**config.mk**
```make
export PLATFORM = sky130hd
export DESIGN_NAME = smeng_ctrl
export DESIGN_NICKNAME = d
export VERILOG_FILES = /design/src/rtl/smeng_pkg.sv /design/src/rtl/smeng_ctrl.sv
export SDC_FILE = /design/constraint.sdc
export NUM_CORES = 1
export LEC_CHECK = 0
export BUFFER_PORTS_ARGS = -buffer_cell sky130_fd_sc_hd__buf_2
export CORE_MARGIN = 2
export CORE_UTILIZATION = 50
export CTS_BUF_LIST = sky130_fd_sc_hd__clkbuf_16
export CTS_CLUSTER_SIZE = 20
export DETAILED_ROUTE_END_ITERATION = 16
export HOLD_SLACK_MARGIN = 0.08
export PLACE_DENSITY = 0.85
export SLEW_MARGIN = 20
export SYNTH_ARGS = -nofsm -noshare
export SYNTH_HDL_FRONTEND = slang
export SYNTH_SLANG_ARGS = --single-unit
export TNS_END_PERCENT = 30
```
**constraint.sdc**
```tcl
create_clock -name clk -period 6.1 [get_ports clk]
set_input_delay 0.61 -clock clk [delete_from_list [all_inputs] [get_ports clk]]
set_output_delay 0.61 -clock clk [all_outputs]
set_load 0.05 [all_outputs]
```
**src/rtl/smeng_pkg.sv**
```systemverilog
`timescale 1ns / 1ps

package smeng_pkg;

  localparam int MAX_SAMPLES = 1024;
  localparam int MAX_ORDER   = 4;

  localparam int ADDR_W     = $clog2(MAX_SAMPLES);
  localparam int CNT_W      = ADDR_W + 1;
  localparam int ORD_W      = 3;
  localparam int SAMPLE_W   = 16;
  localparam int MOM_W      = 32;
  localparam int SUM_W      = SAMPLE_W + CNT_W;
  localparam int MEAN_W     = SAMPLE_W + 9;
  localparam int DMAG_W     = MEAN_W;
  localparam int LIMB_W     = 32;
  localparam int NLIMB      = 5;
  localparam int PROD_W     = LIMB_W * NLIMB;
  localparam int ACC_W      = 108;
  localparam int TGT_W      = ACC_W + 32;
  localparam int ROOT_W     = 32;
  localparam int BIT_W      = $clog2(ROOT_W);
  localparam int DIV_W      = ROOT_W + 16;
  localparam int DCNT_W     = $clog2(DIV_W);
  localparam int LCNT_W     = $clog2(NLIMB);
  localparam int KK_W       = 3;

  localparam logic [ORD_W-1:0] ORD_ZERO  = ORD_W'(0);
  localparam logic [ORD_W-1:0] ORD_MEAN  = ORD_W'(1);
  localparam logic [ORD_W-1:0] ORD_STD   = ORD_W'(2);
  localparam logic [ORD_W-1:0] ORD_RESET = ORD_MEAN;

  localparam logic signed [MOM_W-1:0] MOM_MAX = {1'b0, {(MOM_W-1){1'b1}}};
  localparam logic signed [MOM_W-1:0] MOM_MIN = {1'b1, {(MOM_W-1){1'b0}}};

  typedef struct packed {
    logic signed [SAMPLE_W-1:0] sample;
    logic                       last;
  } in_item_t;

  typedef struct packed {
    logic signed [MOM_W-1:0] moment;
    logic                    saturated;
    logic                    overflowed;
  } out_item_t;

  typedef enum logic [1:0] {
    SEL_ZERO,
    SEL_MEAN,
    SEL_SIGMA,
    SEL_QUOT
  } out_sel_t;

  typedef struct packed {
    logic              load;
    logic              col_clr;
    logic              div_init_mean;
    logic              div_init_final;
    logic              div_step;
    logic              mean_set;
    logic              d_load;
    logic              mul_step;
    logic              mul_first;
    logic              b_cand;
    logic              acc_clr;
    logic              acc_add;
    logic              acc_odd;
    logic              tgt_load;
    logic [KK_W-1:0]   kk;
    logic              root_clr;
    logic              p_init_n;
    logic              root_cmp;
    logic [BIT_W-1:0]  bit_idx;
    logic              sigma_save;
    logic              out_load;
    out_sel_t          out_sel;
    logic [ADDR_W-1:0] rd_addr;
  } cmd_t;

  typedef struct packed {
    logic [CNT_W-1:0] cnt;
    logic             root_zero;
  } sts_t;

endpackage

```
**src/rtl/smeng_ctrl.sv**
```systemverilog
`timescale 1ns / 1ps

module smeng_ctrl (
  input  logic                      clk,
  input  logic                      rst_n,
  input  logic                      in_valid,
  input  logic                      in_last,
  output logic                      in_stall,
  output logic                      out_valid,
  input  logic                      out_stall,
  input  logic                      cfg_we,
  input  logic [smeng_pkg::ORD_W-1:0] cfg_data,
  input  smeng_pkg::sts_t           sts,
  output smeng_pkg::cmd_t           cmd
);
  import smeng_pkg::*;

  typedef enum logic [13:0] {
    S_LOAD  = 14'b00000000000001,
    S_CLOSE = 14'b00000000000010,
    S_DIV   = 14'b00000000000100,
    S_MEAN  = 14'b00000000001000,
    S_PRD   = 14'b00000000010000,
    S_PD    = 14'b00000000100000,
    S_PMUL  = 14'b00000001000000,
    S_PACC  = 14'b00000010000000,
    S_TGT   = 14'b00000100000000,
    S_RINIT = 14'b00001000000000,
    S_RMUL  = 14'b00010000000000,
    S_RCMP  = 14'b00100000000000,
    S_CHK   = 14'b01000000000000,
    S_OUT   = 14'b10000000000000
  } state_t;

  localparam logic [DCNT_W-1:0] DIV_LAST  = DCNT_W'(DIV_W - 1);
  localparam logic [LCNT_W-1:0] LIMB_LAST = LCNT_W'(NLIMB - 1);
  localparam logic [KK_W-1:0]   KK_STD    = KK_W'(2);

  state_t            state_r, state_nxt;
  logic [ORD_W-1:0]  ord_r;
  logic [KK_W-1:0]   kk_r, kk_nxt;
  logic              ph_r, ph_nxt;
  logic              fin_r, fin_nxt;
  logic [ADDR_W-1:0] idx_r, idx_nxt;
  logic [LCNT_W-1:0] limb_r, limb_nxt;
  logic [KK_W-1:0]   mc_r, mc_nxt;
  logic [BIT_W-1:0]  bit_r, bit_nxt;
  logic [DCNT_W-1:0] dcnt_r, dcnt_nxt;
  logic              out_valid_r, out_valid_nxt;
  out_sel_t          sel_r, sel_nxt;
  logic [KK_W-1:0]   ord_eff;
  logic              out_take;

  assign ord_eff   = (ord_r > ORD_W'(MAX_ORDER)) ? KK_W'(MAX_ORDER) : KK_W'(ord_r);
  assign out_take  = out_valid_r & ~out_stall;
  assign out_valid = out_valid_r;
  assign in_stall  = (state_r != S_LOAD);

  always_comb begin
    state_nxt     = state_r;
    kk_nxt        = kk_r;
    ph_nxt        = ph_r;
    fin_nxt       = fin_r;
    idx_nxt       = idx_r;
    limb_nxt      = limb_r;
    mc_nxt        = mc_r;
    bit_nxt       = bit_r;
    dcnt_nxt      = dcnt_r;
    sel_nxt       = sel_r;
    out_valid_nxt = out_valid_r & ~out_take;
    cmd           = '0;
    cmd.kk        = kk_r;
    cmd.acc_odd   = kk_r[0];
    cmd.bit_idx   = bit_r;
    cmd.rd_addr   = idx_r;
    cmd.out_sel   = sel_r;
    case (state_r)
      S_LOAD: begin
        if (in_valid) begin
          cmd.load = 1'b1;
          if (in_last) state_nxt = S_CLOSE;
        end
      end
      S_CLOSE: begin
        if (ord_r == ORD_ZERO) begin
          sel_nxt   = SEL_ZERO;
          state_nxt = S_OUT;
        end else begin
          cmd.div_init_mean = 1'b1;
          fin_nxt           = 1'b0;
          dcnt_nxt          = '0;
          state_nxt         = S_DIV;
        end
      end
      S_DIV: begin
        cmd.div_step = 1'b1;
        dcnt_nxt     = dcnt_r + DCNT_W'(1);
        if (dcnt_r == DIV_LAST) begin
          if (fin_r) begin
            sel_nxt   = SEL_QUOT;
            state_nxt = S_OUT;
          end else begin
            state_nxt = S_MEAN;
          end
        end
      end
      S_MEAN: begin
        cmd.mean_set = 1'b1;
        if (ord_r == ORD_MEAN) begin
          sel_nxt   = SEL_MEAN;
          state_nxt = S_OUT;
        end else begin
          cmd.acc_clr = 1'b1;
          kk_nxt      = KK_STD;
          ph_nxt      = 1'b0;
          idx_nxt     = '0;
          state_nxt   = S_PRD;
        end
      end
      S_PRD: begin
        state_nxt = S_PD;
      end
      S_PD: begin
        cmd.d_load = 1'b1;
        mc_nxt     = kk_r - KK_W'(1);
        limb_nxt   = '0;
        state_nxt  = S_PMUL;
      end
      S_PMUL: begin
        cmd.mul_step  = 1'b1;
        cmd.mul_first = (limb_r == '0);
        if (limb_r == LIMB_LAST) begin
          limb_nxt = '0;
          if (mc_r == KK_W'(1)) state_nxt = S_PACC;
          else mc_nxt = mc_r - KK_W'(1);
        end else begin
          limb_nxt = limb_r + LCNT_W'(1);
        end
      end
      S_PACC: begin
        cmd.acc_add = 1'b1;
        idx_nxt     = idx_r + ADDR_W'(1);
        if (CNT_W'(idx_r) + CNT_W'(1) == sts.cnt) state_nxt = S_TGT;
        else state_nxt = S_PRD;
      end
      S_TGT: begin
        cmd.tgt_load = 1'b1;
        cmd.root_clr = 1'b1;
        bit_nxt      = BIT_W'(ROOT_W - 1);
        state_nxt    = S_RINIT;
      end
      S_RINIT: begin
        cmd.p_init_n = 1'b1;
        mc_nxt       = kk_r;
        limb_nxt     = '0;
        state_nxt    = S_RMUL;
      end
      S_RMUL: begin
        cmd.mul_step  = 1'b1;
        cmd.mul_first = (limb_r == '0);
        cmd.b_cand    = 1'b1;
        if (limb_r == LIMB_LAST) begin
          limb_nxt = '0;
          if (mc_r == KK_W'(1)) state_nxt = S_RCMP;
          else mc_nxt = mc_r - KK_W'(1);
        end else begin
          limb_nxt = limb_r + LCNT_W'(1);
        end
      end
      S_RCMP: begin
        cmd.root_cmp = 1'b1;
        if (bit_r == '0) begin
          state_nxt = S_CHK;
        end else begin
          bit_nxt   = bit_r - BIT_W'(1);
          state_nxt = S_RINIT;
        end
      end
      S_CHK: begin
        if (!ph_r) begin
          cmd.sigma_save = 1'b1;
          if (ord_r == ORD_STD) begin
            sel_nxt   = SEL_SIGMA;
            state_nxt = S_OUT;
          end else if (sts.root_zero) begin
            sel_nxt   = SEL_ZERO;
            state_nxt = S_OUT;
          end else begin
            cmd.acc_clr = 1'b1;
            kk_nxt      = ord_eff;
            ph_nxt      = 1'b1;
            idx_nxt     = '0;
            state_nxt   = S_PRD;
          end
        end else begin
          cmd.div_init_final = 1'b1;
          fin_nxt            = 1'b1;
          dcnt_nxt           = '0;
          state_nxt          = S_DIV;
        end
      end
      S_OUT: begin
        if (!out_valid_r || out_take) begin
          cmd.out_load  = 1'b1;
          cmd.col_clr   = 1'b1;
          out_valid_nxt = 1'b1;
          state_nxt     = S_LOAD;
        end
      end
      default: begin
        state_nxt = S_LOAD;
      end
    endcase
  end

  always_ff @(posedge clk) begin
    if (!rst_n) begin
      state_r     <= S_LOAD;
      ord_r       <= ORD_RESET;
      kk_r        <= '0;
      ph_r        <= 1'b0;
      fin_r       <= 1'b0;
      idx_r       <= '0;
      limb_r      <= '0;
      mc_r        <= '0;
      bit_r       <= '0;
      dcnt_r      <= '0;
      sel_r       <= SEL_ZERO;
      out_valid_r <= 1'b0;
    end else begin
      state_r     <= state_nxt;
      if (cfg_we) ord_r <= cfg_data;
      kk_r        <= kk_nxt;
      ph_r        <= ph_nxt;
      fin_r       <= fin_nxt;
      idx_r       <= idx_nxt;
      limb_r      <= limb_nxt;
      mc_r        <= mc_nxt;
      bit_r       <= bit_nxt;
      dcnt_r      <= dcnt_nxt;
      sel_r       <= sel_nxt;
      out_valid_r <= out_valid_nxt;
    end
  end

endmodule

```
Word-level counts from Yosys, hierarchy flattened
Index checks and enable logic that the tools add are counted.

cells by class
  $add $sub $neg = 7
  magnitude comparators = 1
  equal/unequal tests = 42
  multiplexer cells = 78
  bitwise logic cells = 4
  reductions and logical operators = 24

operators with widths
  kind                    number
  $mux W14                14
  $pmux W14 S14           1
  $mux W10                4
  $ne A2 B2 Y1 const B    19
  $pmux W10 S3            1
  $mux W1                 28
  $mux W3                 8
  $pmux W6 S3             1
  $mux W2                 8
  $eq A14 B1 Y1 const B   1
  $eq A14 B10 Y1 const B  1
  $eq A14 B11 Y1 const B  1
  $eq A14 B12 Y1 const B  1
  $eq A14 B13 Y1 const B  1
  $eq A14 B14 Y1 const B  1
  $eq A14 B2 Y1 const B   1
  $eq A14 B3 Y1 const B   1
  $eq A14 B4 Y1 const B   1
  $eq A14 B5 Y1 const B   1
  $eq A14 B6 Y1 const B   1
  $eq A14 B7 Y1 const B   1
  $eq A14 B8 Y1 const B   1
  $eq A14 B9 Y1 const B   1
  $ne A14 B1 Y1 const B   1
  other kinds (38)        57

word-level totals
  bits in registers = 52
  input port bits = 21
  output and inout port bits = 41
  logic and storage cells = 168

Depth between registers and ports, before layout
  depth in word-level cells = 6
  depth in mapped cells = 8

Worst setup path before layout
No wires, ideal clock.

  path kind = register to output
  start = register state_r[0]
  end = output cmd[28] (netlist name)
  data arrival time = 2.766 ns
  path slack = 2.724 ns
  stages on the path, launching flop included = 7
  buffers on the path = 1
  cell sequence = dfxtp_1 > buf_6 > or4b_2 > nor4_2 > nand2_1 > and2_1 > inv_1

RTL lines
  what                      RTL line           RTL
  start: declaration        smeng_ctrl.sv:39   state_t state_r, state_nxt;
  start signal: assignment  smeng_ctrl.sv:231  state_r <= state_nxt;
  end: declaration          smeng_ctrl.sv:14   output smeng_pkg::cmd_t cmd

==> results.yml <==
hold_path:
  worstHoldPathType: "flip-flop to flip-flop"
sta:
  final_max_slew_viol_count: 0
  fin_crit_ns: 3.17
  rsz0062_at_grt: "false"
  max_freq_mhz: 315
  finalCritPeriodShare: 0.520
  slew_headroom: 0.568
  final-setup-viol-count: 0
  worst_slew_pin_slew_ns: 0.640
  finClkSkew_ns: 0.00414
  fin_setup_tns_ns: 0
  finalHoldViolations: 0
worst_setup_path:
  arrival_ns: 2.56
  crit_fanout: 10
  crit_path_top_delay_cell: "or4b_2"
  startpoint_type: "flip-flop"
  path_cells: "or4b_2 -> nor4_2 -> nand2_1 -> and2_1 -> inv_1 -> buf_2"
  required_ns: 5.49
  critPathKind: "flip-flop to output pin"
  max_stage_delay_ns: 0.64
  cp-end-kind: "output pin"
global_routing:
  grt_usage: 0.223
  grt_pass1_vias: 2819
  grt_pass1_wl_um: 13200
  grt_remaining_overflow: 0
  grt_max_degree: 31
  antenna_found_initial: 0
drt:
  routed_wirelength_um: 7910
  first_pass_iters: 5
  drc: 0
  drtIter0Drc: 287
  postRouteAntennaNets: 0
  wl_per_cell_um: 15.2
  drt-vias-per-instance: 6.00
  num_vias: 3121
synth:
  yosys.area.top_type: "dfxtp_1"
  syn_nets: 427
  ys.flop_type: "dfxtp_1"
  yosysUniqueCellTypes: 62
  synth_cells: 398
  synth_async_sr_flop_share: 0
  synth_edf_count: 0
  synth.area.top_cells: "dfxtp_1, xnor2_1, nor2_1, a21oi_1, buf_6"
  syn_area_um2: 3250
  synth.cells.most_frequent: "dfxtp_1, nor2_1, a21oi_1, nand2_1"
  ys_seq_area_frac: 0.320
  yosysTopAreaCellShare: 0.320
  yosysMostFrequentCell: "dfxtp_1"
  syn_area_per_cell_um2: 8.17
  synth_warnings: 0
  synth_seq_cells: 52
floorplanning:
  coreArea_um2: 6310
  dieArea_um2: 7160
  rows: 29
  io_pins: 62
  die_h_um: 84.6
  die_w_um: 84.6
  start_util: 0.515
clock_network:
  htreeDepth: 2
  post_cts_resized: 0
  clock_sinks: 52
  clockBufferDepth: 2
  cts_tree: "yes"
  clk_latency_ns: 0.29
  clkTransAtPathRegs_ns: 0.07
  post-cts-setup-buffers: 0
  cts-root-buf: "clkbuf_16"
  cts_hold_buf: 0
  cts_inserted_buffers: 5
power:
  power_density_nw_per_um2: 215
  p_leak_uw: 0.00152
  vdd.ir_drop.worst_mv: 0.179
layout:
  fin_area_um2: 3600
  antennaDiodeCount: 0
  multi_input_area_um2: 1910
  fillers: 609
  final_nets: 471
  drive_above_1_share: 0.192
  area_growth_pct: 10.6
  seqCellArea_um2: 1040
flow_run:
  maxCapViolCount: 0
status:
  status: "completed"
placed_design:
  gp_congestion: 0.866
  place_area_um2: 3450
  dp_hpwl_um: 5890
  io_buffer_count: 61
## per-layer routing
metal | wire, µm | part of all wire | track usage
met1 | 3460 | 0.44 | 0.297
met2 | 3730 | 0.47 | 0.372
met3 | 560 | 0.071 | 0.0344
met4 | 171 | 0.022 | 0.0707
met5 | 0 | 0 | 0
## cell usage in the layout (no fill, tap or decap), types with 10 or more instances in the layout
master    n
nand2_1  24
nor3_1   21
dfxtp_1  52
nand3_1  19
nor2_1   45
nand4_1  10
buf_2    61
inv_1    21
o21ai_0  12
a21oi_1  32
xnor2_1  20
## metrics by stage
| stage | worst slack (ns) | power [µW] | hold slack [ns] | util | std cells |
|---|---|---|---|---|---|
| global route | 2.72 | 803 | 0.488 | 0.570 | 520 |
| floorplan | 2.72 | 464 | 0.425 | - | 398 |
| CTS | 2.95 | 775 | 0.467 | 0.570 | 520 |
| global placement | 3.34 | 488 | 0.447 | 0.546 | 512 |
| detailed placement | 3.29 | 488 | 0.458 | 0.546 | 512 |
| finish | 2.93 | 772 | 0.462 | 0.570 | 520 |
## state kept, by name, indices dropped and copies added (netlist names)
name and cells:
mc_r 3, ph_r 1, fin_r 1, kk_r 3
out_valid 1, idx_r 10, state_r 14, ord_r 3
limb_r 3, bit_r 5, dcnt_r 6, sel_r 2
## final timing paths
check                  start  endpoint  slack (ns)  cells after the start
setup / recovery  state_r[3]   cmd[28]        2.93                      6
hold / removal      sel_r[0]  sel_r[0]        0.46                      2
setup reg to reg  state_r[2]  sel_r[1]        3.64                      6
hold reg to reg     sel_r[0]  sel_r[0]        0.46                      2
## final cells by class
class / count / share of cell area
Multi-Input combinational cell: 298 / 0.530
Tap cell: 77 / 0.0268
Sequential cell: 52 / 0.289
Inverter: 22 / 0.0230
Clock inverter: 3 / 0.00730
Timing Repair Buffer: 63 / 0.0890
Clock buffer: 5 / 0.0348
## report_power, final
part	switching (µW)	internal [µW]	leakage [µW]	total, µW
Clock	133	155	0.0000744	288
Combinational	79.8	44.1	0.00103	124
Sequential	15.2	345	0.000420	360
## cells by family after synthesis
logic type,synth area share
compound gates,0.154
xor+xnor,0.0781
fa+ha+maj,0.0308
buf+inv,0.0939
flops,0.320
mux,0.0123
simple gates,0.311
## worst max-delay path: cells and delay by family, from the launching register on
family,cells,cell delay [ns]
AND/OR/NAND/NOR,4,1.31
flip-flops,1,0.57
buffers and inverters,2,0.38
No activity file was read; power rests on OpenSTA's default activity.
